### config.mk
export PLATFORM = sky130hd
export DESIGN_NAME = greedy_unit_dispatch_timer
export DESIGN_NICKNAME = d
export VERILOG_FILES = /design/src/rtl/gudt_pkg.sv /design/src/rtl/greedy_unit_dispatch_timer.sv
export SDC_FILE = /design/constraint.sdc
export NUM_CORES = 2
export LEC_CHECK = 0
export ABC_AREA = 1
export BUFFER_PORTS_ARGS = -buffer_cell sky130_fd_sc_hd__buf_2
export CAP_MARGIN = 20
export CORE_MARGIN = 2
export CORE_UTILIZATION = 57
export CTS_CLUSTER_DIAMETER = 50
export DETAILED_ROUTE_END_ITERATION = 16
export PLACE_DENSITY_LB_ADDON = 0.2
export SYNTH_ARGS = -nofsm -noshare
export SYNTH_HDL_FRONTEND = slang
export SYNTH_SLANG_ARGS = --single-unit
### constraint.sdc
create_clock -name i_clk -period 22 [get_ports i_clk]
set_input_delay 4.4 -clock i_clk [delete_from_list [all_inputs] [get_ports i_clk]]
set_output_delay 4.4 -clock i_clk [all_outputs]
set_load 0.005 [all_outputs]
### src/rtl/gudt_pkg.sv
// Shared types and constants for the greedy unit dispatch timer.
// Holds the command codes, the controller state encoding and fixed field widths.
// No dependencies.
`default_nettype none

package gudt_pkg;

    localparam int TimeW      = 32;  // Q16.16 time word
    localparam int CntW       = 3;   // successor count field
    localparam int IdxW       = 4;   // unit index field on the ports
    localparam int SuccFields = 4;   // successor fields on the input item

    localparam logic [TimeW-1:0] TimeMax = '1;

    localparam logic KindJob   = 1'b0;
    localparam logic KindTotal = 1'b1;

    typedef enum logic [1:0] {
        CMD_LOAD     = 2'd0,
        CMD_DISPATCH = 2'd1,
        CMD_READ     = 2'd2
    } t_cmd;

    typedef enum logic [2:0] {
        S_IDLE,
        S_HOP,
        S_SCAN,
        S_EVAL,
        S_NEXT,
        S_DONE,
        S_READ,
        S_EMIT
    } t_state;

endpackage

`default_nettype wire

### src/rtl/greedy_unit_dispatch_timer.sv
// Greedy unit dispatch timer: top level with the unit memory and its controller.
// Depends on gudt_pkg for command codes, state encoding and field widths.
//
// One transaction at a time. A load writes one unit entry (service time,
// successor list, cleared busy-until and total) and finishes in the cycle it
// is taken; it gives no result. A read goes through S_READ and S_EMIT to the
// output register. A dispatch walks the unit graph from unit 0: each hop
// serves a unit in S_HOP and, unless it is an exit hop or the hop at the
// visit limit, prices its successors in S_SCAN and S_EVAL, where the single
// read port of the unit memory fetches one successor entry per cycle, then
// moves to the cheapest in S_NEXT. The dispatch is accepted in S_IDLE and
// ends with the completion update in S_DONE and the result in S_EMIT. The
// entries of all units sit in one synchronous memory (one read, one write
// per cycle, registered read data); a bit per unit marks whether busy-until
// and total have been written since reset, so reset needs no clearing pass.
// The result sits in an output register, so the next transaction is taken
// while a result waits. Times are unsigned Q16.16 and every sum saturates at
// all ones. A route that would go beyond NUM_UNITS visits stops at its last
// allowed unit and flags o_route_overflow.
`default_nettype none

module greedy_unit_dispatch_timer #(
    parameter int NUM_UNITS      = 16,
    parameter int MAX_SUCCESSORS = 4
) (
    input  wire logic                           i_clk,
    input  wire logic                           i_rst_n,

    input  wire logic                           i_in_valid,
    output logic                                o_in_stall,
    input  wire logic [1:0]                     i_cmd,
    input  wire logic [gudt_pkg::IdxW-1:0]      i_unit_index,
    input  wire logic [gudt_pkg::TimeW-1:0]     i_service_time,
    input  wire logic [gudt_pkg::CntW-1:0]      i_successor_count,
    input  wire logic [gudt_pkg::IdxW-1:0]      i_successor_a,
    input  wire logic [gudt_pkg::IdxW-1:0]      i_successor_b,
    input  wire logic [gudt_pkg::IdxW-1:0]      i_successor_c,
    input  wire logic [gudt_pkg::IdxW-1:0]      i_successor_d,
    input  wire logic [gudt_pkg::TimeW-1:0]     i_arrival_time,

    output logic                                o_out_valid,
    input  wire logic                           i_out_stall,
    output logic                                o_result_kind,
    output logic [gudt_pkg::TimeW-1:0]          o_completion_time,
    output logic [gudt_pkg::TimeW-1:0]          o_factory_span,
    output logic [gudt_pkg::TimeW-1:0]          o_unit_total,
    output logic                                o_route_overflow
);

    localparam int TW        = gudt_pkg::TimeW;
    localparam int CW        = gudt_pkg::CntW;
    localparam int UW        = (NUM_UNITS > 1) ? $clog2(NUM_UNITS) : 1;
    localparam int SuccLimit = (MAX_SUCCESSORS < gudt_pkg::SuccFields)
                               ? MAX_SUCCESSORS : gudt_pkg::SuccFields;
    localparam int SW        = SuccLimit * UW;
    localparam int KW        = (SuccLimit > 1) ? $clog2(SuccLimit) : 1;
    localparam int VW        = $clog2(NUM_UNITS + 1);

    localparam logic [UW-1:0] LastUnit   = UW'(NUM_UNITS - 1);
    localparam logic [CW-1:0] CntLimit   = CW'(SuccLimit);
    localparam logic [VW-1:0] VisitLimit = VW'(NUM_UNITS);

    typedef struct packed {
        logic [TW-1:0] svc;
        logic [CW-1:0] cnt;
        logic [SW-1:0] succ;
        logic [TW-1:0] busy;
        logic [TW-1:0] total;
    } t_entry;

    function automatic logic [TW-1:0] sat_add(input logic [TW-1:0] a,
                                              input logic [TW-1:0] b);
        logic [TW:0] s;
        s = {1'b0, a} + {1'b0, b};
        return s[TW] ? gudt_pkg::TimeMax : s[TW-1:0];
    endfunction

    function automatic logic [UW-1:0] clamp_unit(input logic [gudt_pkg::IdxW-1:0] v);
        return (32'(v) >= NUM_UNITS) ? LastUnit : UW'(v);
    endfunction

    // ---------------------------------------------------------------
    // State
    // ---------------------------------------------------------------
    gudt_pkg::t_state r_state, n_state;

    t_entry              r_unit_mem [NUM_UNITS];
    t_entry              r_rd;           // registered read data
    logic                r_rd_live;      // busy/total of the read entry are written
    logic [NUM_UNITS-1:0] r_live;

    logic [UW-1:0]       r_u;
    logic [TW-1:0]       r_t;
    logic [VW-1:0]       r_visits;
    logic [CW-1:0]       r_cnt;
    logic [SW-1:0]       r_succ;
    logic [KW-1:0]       r_k;
    logic [UW-1:0]       r_best;
    logic [TW-1:0]       r_best_cost;
    logic                r_ovf;
    logic                r_kind;
    logic                r_idx_ok;

    logic                r_first_seen;
    logic [TW-1:0]       r_first_arrival;
    logic [TW-1:0]       r_latest;

    logic                r_out_valid;
    logic                r_result_kind;
    logic [TW-1:0]       r_completion_time;
    logic [TW-1:0]       r_factory_span;
    logic [TW-1:0]       r_unit_total;
    logic                r_route_overflow;

    // ---------------------------------------------------------------
    // Datapath terms
    // ---------------------------------------------------------------
    logic                accept;
    logic                out_free;
    logic [UW-1:0]       in_unit;
    logic                in_unit_ok;
    logic [CW-1:0]       in_cnt;
    logic [SW-1:0]       in_succ;
    logic [gudt_pkg::IdxW-1:0] succ_field [gudt_pkg::SuccFields];

    logic [TW-1:0]       busy_eff;
    logic [TW-1:0]       total_eff;
    logic [TW-1:0]       hop_start;
    logic [TW-1:0]       hop_leave;
    logic [VW-1:0]       vis_n;
    logic                hop_exit;
    logic                hop_limit;

    logic [UW-1:0]       cur_succ;
    logic [UW-1:0]       nxt_succ;
    logic [KW-1:0]       k_nxt;
    logic [TW-1:0]       cand_cost;
    logic                cand_take;
    logic                scan_last;

    logic                mem_we;
    logic [UW-1:0]       mem_waddr;
    t_entry              mem_wdata;
    logic [UW-1:0]       rd_addr;

    assign accept     = i_in_valid && !o_in_stall;
    assign out_free   = !r_out_valid || !i_out_stall;
    assign in_unit    = UW'(i_unit_index);
    assign in_unit_ok = 32'(i_unit_index) < NUM_UNITS;
    assign in_cnt     = (i_successor_count > CntLimit) ? CntLimit : i_successor_count;

    assign succ_field[0] = i_successor_a;
    assign succ_field[1] = i_successor_b;
    assign succ_field[2] = i_successor_c;
    assign succ_field[3] = i_successor_d;

    always_comb begin
        in_succ = '0;
        for (int k = 0; k < SuccLimit; k++) begin
            in_succ[k*UW +: UW] = clamp_unit(succ_field[k]);
        end
    end

    // Service at the current unit: start at the later of arrival and busy-until.
    assign busy_eff  = r_rd_live ? r_rd.busy  : '0;
    assign total_eff = r_rd_live ? r_rd.total : '0;
    assign hop_start = (r_t < busy_eff) ? busy_eff : r_t;
    assign hop_leave = sat_add(hop_start, r_rd.svc);
    assign vis_n     = r_visits + 1'b1;
    assign hop_exit  = (r_rd.cnt == '0);
    assign hop_limit = (vis_n == VisitLimit);

    // Successor pricing: one candidate entry per cycle, first listed wins ties.
    assign k_nxt     = r_k + 1'b1;
    assign cur_succ  = r_succ[r_k * UW +: UW];
    assign nxt_succ  = r_succ[k_nxt * UW +: UW];
    assign cand_cost = sat_add(busy_eff, r_rd.svc);
    assign cand_take = (r_k == '0) || (cand_cost < r_best_cost);
    assign scan_last = ((CW'(r_k) + 1'b1) == r_cnt);

    // ---------------------------------------------------------------
    // Controller: next state
    // ---------------------------------------------------------------
    always_comb begin
        n_state = r_state;
        unique case (r_state)
            gudt_pkg::S_IDLE: begin
                if (accept) begin
                    unique case (i_cmd)
                        gudt_pkg::CMD_DISPATCH: n_state = gudt_pkg::S_HOP;
                        gudt_pkg::CMD_READ:     n_state = gudt_pkg::S_READ;
                        default:                n_state = gudt_pkg::S_IDLE;
                    endcase
                end
            end
            gudt_pkg::S_HOP: begin
                n_state = (hop_exit || hop_limit) ? gudt_pkg::S_DONE : gudt_pkg::S_SCAN;
            end
            gudt_pkg::S_SCAN: n_state = gudt_pkg::S_EVAL;
            gudt_pkg::S_EVAL: n_state = scan_last ? gudt_pkg::S_NEXT : gudt_pkg::S_EVAL;
            gudt_pkg::S_NEXT: n_state = gudt_pkg::S_HOP;
            gudt_pkg::S_DONE: n_state = gudt_pkg::S_EMIT;
            gudt_pkg::S_READ: n_state = gudt_pkg::S_EMIT;
            gudt_pkg::S_EMIT: n_state = out_free ? gudt_pkg::S_IDLE : gudt_pkg::S_EMIT;
            default:          n_state = gudt_pkg::S_IDLE;
        endcase
    end

    // ---------------------------------------------------------------
    // Controller: outputs (handshake, memory port)
    // ---------------------------------------------------------------
    always_comb begin
        o_in_stall = (r_state != gudt_pkg::S_IDLE);
        mem_we     = 1'b0;
        mem_waddr  = r_u;
        mem_wdata  = r_rd;
        rd_addr    = r_u;
        unique case (r_state)
            gudt_pkg::S_IDLE: begin
                mem_waddr       = in_unit;
                mem_wdata.svc   = i_service_time;
                mem_wdata.cnt   = in_cnt;
                mem_wdata.succ  = in_succ;
                mem_wdata.busy  = '0;
                mem_wdata.total = '0;
                mem_we          = accept && (i_cmd == gudt_pkg::CMD_LOAD) && in_unit_ok;
                rd_addr         = (i_cmd == gudt_pkg::CMD_DISPATCH) ? '0 : in_unit;
            end
            gudt_pkg::S_HOP: begin
                // Write back busy-until and total of the unit just served.
                mem_we          = 1'b1;
                mem_wdata.busy  = hop_leave;
                mem_wdata.total = sat_add(total_eff, r_rd.svc);
            end
            gudt_pkg::S_SCAN: rd_addr = cur_succ;
            gudt_pkg::S_EVAL: rd_addr = nxt_succ;
            gudt_pkg::S_NEXT: rd_addr = r_best;
            default: begin
                rd_addr = r_u;
            end
        endcase
    end

    // ---------------------------------------------------------------
    // Unit memory
    // ---------------------------------------------------------------
    always_ff @(posedge i_clk) begin
        if (mem_we) begin
            r_unit_mem[mem_waddr] <= mem_wdata;
        end
        r_rd <= r_unit_mem[rd_addr];
    end

    // Live bits: busy-until and total read as zero until first written.
    always_ff @(posedge i_clk) begin
        if (!i_rst_n) begin
            r_live    <= '0;
            r_rd_live <= 1'b0;
        end else begin
            if (mem_we) begin
                r_live[mem_waddr] <= 1'b1;
            end
            r_rd_live <= r_live[rd_addr];
        end
    end

    // ---------------------------------------------------------------
    // Control registers
    // ---------------------------------------------------------------
    always_ff @(posedge i_clk) begin
        if (!i_rst_n) begin
            r_state         <= gudt_pkg::S_IDLE;
            r_first_seen    <= 1'b0;
            r_first_arrival <= '0;
            r_latest        <= '0;
            r_out_valid     <= 1'b0;
        end else begin
            r_state <= n_state;

            // Latch the first arrival after reset.
            if (r_state == gudt_pkg::S_IDLE && accept && i_cmd == gudt_pkg::CMD_DISPATCH
                && !r_first_seen) begin
                r_first_seen    <= 1'b1;
                r_first_arrival <= i_arrival_time;
            end

            if (r_state == gudt_pkg::S_DONE && r_t > r_latest) begin
                r_latest <= r_t;
            end

            if (r_state == gudt_pkg::S_EMIT && out_free) begin
                r_out_valid <= 1'b1;
            end else if (!i_out_stall) begin
                r_out_valid <= 1'b0;
            end
        end
    end

    // ---------------------------------------------------------------
    // Walk registers
    // ---------------------------------------------------------------
    always_ff @(posedge i_clk) begin
        case (r_state)
            gudt_pkg::S_IDLE: begin
                r_u      <= (i_cmd == gudt_pkg::CMD_DISPATCH) ? '0 : in_unit;
                r_t      <= i_arrival_time;
                r_visits <= '0;
                r_ovf    <= 1'b0;
                r_idx_ok <= in_unit_ok;
                r_kind   <= (i_cmd == gudt_pkg::CMD_READ) ? gudt_pkg::KindTotal
                                                          : gudt_pkg::KindJob;
            end
            gudt_pkg::S_HOP: begin
                r_t      <= hop_leave;
                r_visits <= vis_n;
                r_cnt    <= r_rd.cnt;
                r_succ   <= r_rd.succ;
                r_k      <= '0;
                r_ovf    <= !hop_exit && hop_limit;
            end
            gudt_pkg::S_EVAL: begin
                if (cand_take) begin
                    r_best      <= cur_succ;
                    r_best_cost <= cand_cost;
                end
                r_k <= k_nxt;
            end
            gudt_pkg::S_NEXT: begin
                r_u <= r_best;
            end
            gudt_pkg::S_READ: begin
                r_t <= r_idx_ok ? total_eff : '0;
            end
            default: begin
            end
        endcase
    end

    // ---------------------------------------------------------------
    // Output register
    // ---------------------------------------------------------------
    always_ff @(posedge i_clk) begin
        if (r_state == gudt_pkg::S_EMIT && out_free) begin
            r_result_kind <= r_kind;
            if (r_kind == gudt_pkg::KindTotal) begin
                r_completion_time <= '0;
                r_factory_span    <= '0;
                r_unit_total      <= r_t;
                r_route_overflow  <= 1'b0;
            end else begin
                r_completion_time <= r_t;
                r_factory_span    <= (r_latest >= r_first_arrival)
                                     ? (r_latest - r_first_arrival) : '0;
                r_unit_total      <= '0;
                r_route_overflow  <= r_ovf;
            end
        end
    end

    assign o_out_valid       = r_out_valid;
    assign o_result_kind     = r_result_kind;
    assign o_completion_time = r_completion_time;
    assign o_factory_span    = r_factory_span;
    assign o_unit_total      = r_unit_total;
    assign o_route_overflow  = r_route_overflow;

    // ---------------------------------------------------------------
    // Assertions
    // ---------------------------------------------------------------
    a_visit_bound: assert property (@(posedge i_clk) disable iff (!i_rst_n)
        32'(r_visits) <= NUM_UNITS)
        else $error("visit count beyond hop limit");

    a_scan_in_list: assert property (@(posedge i_clk) disable iff (!i_rst_n)
        (r_state == gudt_pkg::S_EVAL) |-> (CW'(r_k) < r_cnt))
        else $error("successor scan past the unit's list");

    a_hop_marks_live: assert property (@(posedge i_clk) disable iff (!i_rst_n)
        (r_state == gudt_pkg::S_HOP) |=> r_live[$past(r_u)])
        else $error("served unit not marked live");

    a_emit_loads_out: assert property (@(posedge i_clk) disable iff (!i_rst_n)
        (r_state == gudt_pkg::S_EMIT && out_free) |=> r_out_valid)
        else $error("result not presented after emit");

    a_span_bound: assert property (@(posedge i_clk) disable iff (!i_rst_n)
        (r_out_valid && r_result_kind == gudt_pkg::KindJob) |-> (r_factory_span <= r_latest))
        else $error("factory span exceeds latest completion");

endmodule

`default_nettype wire
==> results.md <==
* Status: finished clean
* Unrepaired setup endpoints after global routing: false
* Worst-margin pin slew at 1.31 ns
* Die area at 173000 um^2
* Worst Setup EP: r_rd[52]$_DFF_P_
* Synth Flop Type: edfxtp_1
* Initial cell density of the core at 57.3%
* Detailed-route vias per instance at 6.17
* FF-to-FF Start: r_rd_live$_SDFF_PN0_
* Most area-hungry cell type in the Yosys netlist: edfxtp_1
* Resize count post-CTS at 0
* GRT Resource Usage Total at 29.6%
* Slew Limit Fails at 0
* PwrDens at 157 nW/um^2
* Buffers plus inverters on the worst setup path at 8
* FMAX at 110 MHz
* CTS tree: done
* Worst EP arrival at 9.89 ns
* Final net count at 8468
* Seq/Total Area, Yosys at 67.4%
* Die width at 416 um
* Clock slew seen by the registers of the worst setup and hold paths at 0.06 ns
* Iter 0 DRT Violations at 7347
* Fill count at 12800
* Largest net degree at the start of global routing at 248
* Via Count at 65100
* Largest register FFs at 1840
* Slew margin rel. at 12.4%
* First-pass GRT wire length at 386000 um
* Fin Hold WS at 0.438 ns
* Count leader, synth: edfxtp_1
* Most used cell, CP: buf_4
* Stages on the worst setup path at 16
* Worst min path class: flop to flop
* CP Capture Type: flop
* Layout cells sized above 1 at 8.44%
* Peak VDD IR at 0.168 mV
* Number of enable flip-flop cells after synthesis at 2038
* CP max FO at 195
* Cts bufs inserted at 224
* Post-route setup TNS at 0 ns
* CTS Root Cell: clkbuf_16
* Synthesized area per cell at 12.0 um^2
* Seq cells post-synth at 2239
* Max_cap viols at 0
* Critical Path Max Stage Delay at 0.80 ns
* Row count at 151
* Post-CTS Setup Inserts at 0
* Required @ worst endpoint at 22.80 ns
* Die height at 416 um
* RePlAce Congestion at 0.963
* P_leak at 37.9 nW
* Reg2reg path depth at 23
* # hold bufs at CTS at 0
* 1st-pass router iterations at 6
* Clock skew at 0.0730 ns
* Synth unique cells at 61
* Async S/R FF share, synth at 0%
* Setup violations, final at 0
* Hpwl dp at 151000 um
* GRT overflow at 0
* Max H-tree Level at 4
* I/O pin count at 193
* Synthesis warning total at 0
* Top reg by flops: r_unit_mem
* CP Class: primary input to flop
* Cell Area, Synth at 96700 um^2
* Port buffer count at 192
* Biggest registers after layout: r_unit_mem x1840, r_rd x115
* Syn Inst Count at 8082
* Hold Vio Cnt, Final at 0
* Avg WL per Cell at 24.7 um
* Post-DRT Antenna Nets at 0
* Area growth, synth to finish at 10.4%
* Vias in the first global route at 61800
* Synth top cells by count: 2038 x edfxtp_1, 942 x o21ai_0, 923 x nand2_1
* CP cell instances: buf_2 > inv_1 > nor2_1 > inv_1 > a31oi_1 > nand3_1 > nand2_4 > clkinv_16 > buf_12 > buf_4 > buf_4 > buf_4 > o21ai_0 > o221ai_1 > o211ai_1 > nand2_1
* CP startpoint kind: primary input
* Mapped Nets at 8406
* Largest cells by area after synthesis: edfxtp_1 63%, o21ai_0 4.9%, dfxtp_1 4.2%
* Area of the core at 169000 um^2
* Delay-heaviest family, CP: buffers and inverters
* Critical Path Start: i_cmd[0]
* Post-route minimum period at 9.09 ns
* Clock Tree Buf Depth at 3
* Skew-Pair Late Insertion Delay at 0.90 ns
* Clock sinks at 2239
* RR Endpoint: r_unit_mem[13][59]$_DFFE_PP_
* Area share of the largest cell type after synthesis at 63.3%
* Slowest CP cell: buf_4
* DRC violations left at 0
* FF-to-FF setup slack at 13.56 ns
* Initial antenna violation count at 5
* Period Utilization, post-route at 41.3%
* WL final at 261000 um
* Final Core Density at 63.2%
## worst reg2reg max path: stages (launching register included)
cell and delay (ns):
dfxtp_2 0.85, buf_4 0.59, nand2_1 0.34, ha_1 0.39, nand4_1 0.12, or3_1 0.37
nor4_1 0.39, o21ai_0 0.32, nand3_2 0.28, buf_4 0.48, o21ai_0 0.30, ha_1 0.39
a21oi_1 0.15, o21ai_1 0.15, a21oi_1 0.30, o21ai_1 0.23, a21boi_0 0.41, nand3b_1 0.17
nand2_1 0.05, buf_4 0.23, inv_1 0.41, nand2_1 0.12, o21ai_0 0.56, nand2_1 0.47
## how the worst min path moves through the flow
stage | from | end | slack, ns | depth (start not counted)
after global placement | r_rd[77]$_DFF_P_ | r_succ[13]$_DFFE_PP_ | 0.42 | 0
after CTS | r_rd[77]$_DFF_P_ | r_succ[13]$_DFFE_PP_ | 0.43 | 0
after global routing | r_rd[77]$_DFF_P_ | r_succ[13]$_DFFE_PP_ | 0.46 | 0
final | r_rd[77]$_DFF_P_ | r_succ[13]$_DFFE_PP_ | 0.44 | 0
after detailed placement | r_rd[77]$_DFF_P_ | r_succ[13]$_DFFE_PP_ | 0.42 | 0
after floorplan | r_rd[64]$_DFF_P_ | r_succ[0]$_DFFE_PP_ | 0.41 | 0
## through the flow
step	cell area (um^2)	total power (W)	setup slack, ns	instances
after floorplan	96700	0.0110	11.68	8082
after global placement	99200	0.0127	12.20	10100
after detailed placement	99300	0.0129	12.11	10100
after CTS	107000	0.0167	12.98	10600
after global routing	107000	0.0177	12.44	10600
final	107000	0.0167	12.91	10600
## cells by family after synthesis
family / count (synthesis) / synth area share (%)
AOI/OAI and AO/OA: 2303 / 14.1
xor gates and xnor gates: 77 / 0.697
adders and majority gates: 231 / 3.02
buffers and inverters: 924 / 4.19
DFF: 2239 / 67.4
and+or+nand+nor: 2308 / 10.6
## routing by layer
| metal | GRT usage (%) | vias to the layer above | wire (um) | share of wire [%] |
|---|---|---|---|---|
| met3 | 4.59 | 519 | 22700 | 8.7 |
| met4 | 11.5 | 4 | 10000 | 3.9 |
| met1 | 42.1 | 32000 | 108000 | 41 |
| li1 | - | 29700 | - | - |
| met2 | 46.1 | 2938 | 120000 | 46 |
| met5 | 0 | - | 26 | 0.010 |
## report_power, final
| part | internal (W) | leakage, nW | switching, W | total, W |
|---|---|---|---|---|
| Combinational | 0.00198 | 14.0 | 0.00484 | 0.00682 |
| Clock | 0.00214 | 3.63 | 0.00165 | 0.00380 |
| Sequential | 0.00575 | 20.3 | 0.000347 | 0.00610 |
## cells in the final DEF (no fill, tap or decap), drive strengths merged, types with 87 or more instances in the layout
cell type / synthesis / routed
o221ai: 233 / 233
nand3: 114 / 114
dfxtp: 201 / 201
inv: 454 / 469
buf: 216 / 304
a21oi: 275 / 275
clkinv: 2 / 87
edfxtp: 2038 / 2038
o21ai: 1189 / 1189
or2: 478 / 478
clkbuf: 252 / 304
o22ai: 238 / 238
nor2: 716 / 716
nand2: 923 / 923
o211ai: 241 / 241
ha: 227 / 227
## final cells by class
class / instances / area, um^2 / area share (%)
clock inverter: 118 / 1360 / 1.27
timing repair buffer: 304 / 1940 / 1.82
antenna: 2 / 5.00 / 0.00469
clock buffer: 304 / 6100 / 5.71
inverter: 456 / 1750 / 1.64
tap: 2218 / 2780 / 2.60
sequential: 2239 / 65200 / 61.1
multi-input combinational: 4919 / 27600 / 25.9
No activity file was read; power rests on OpenSTA's default activity.
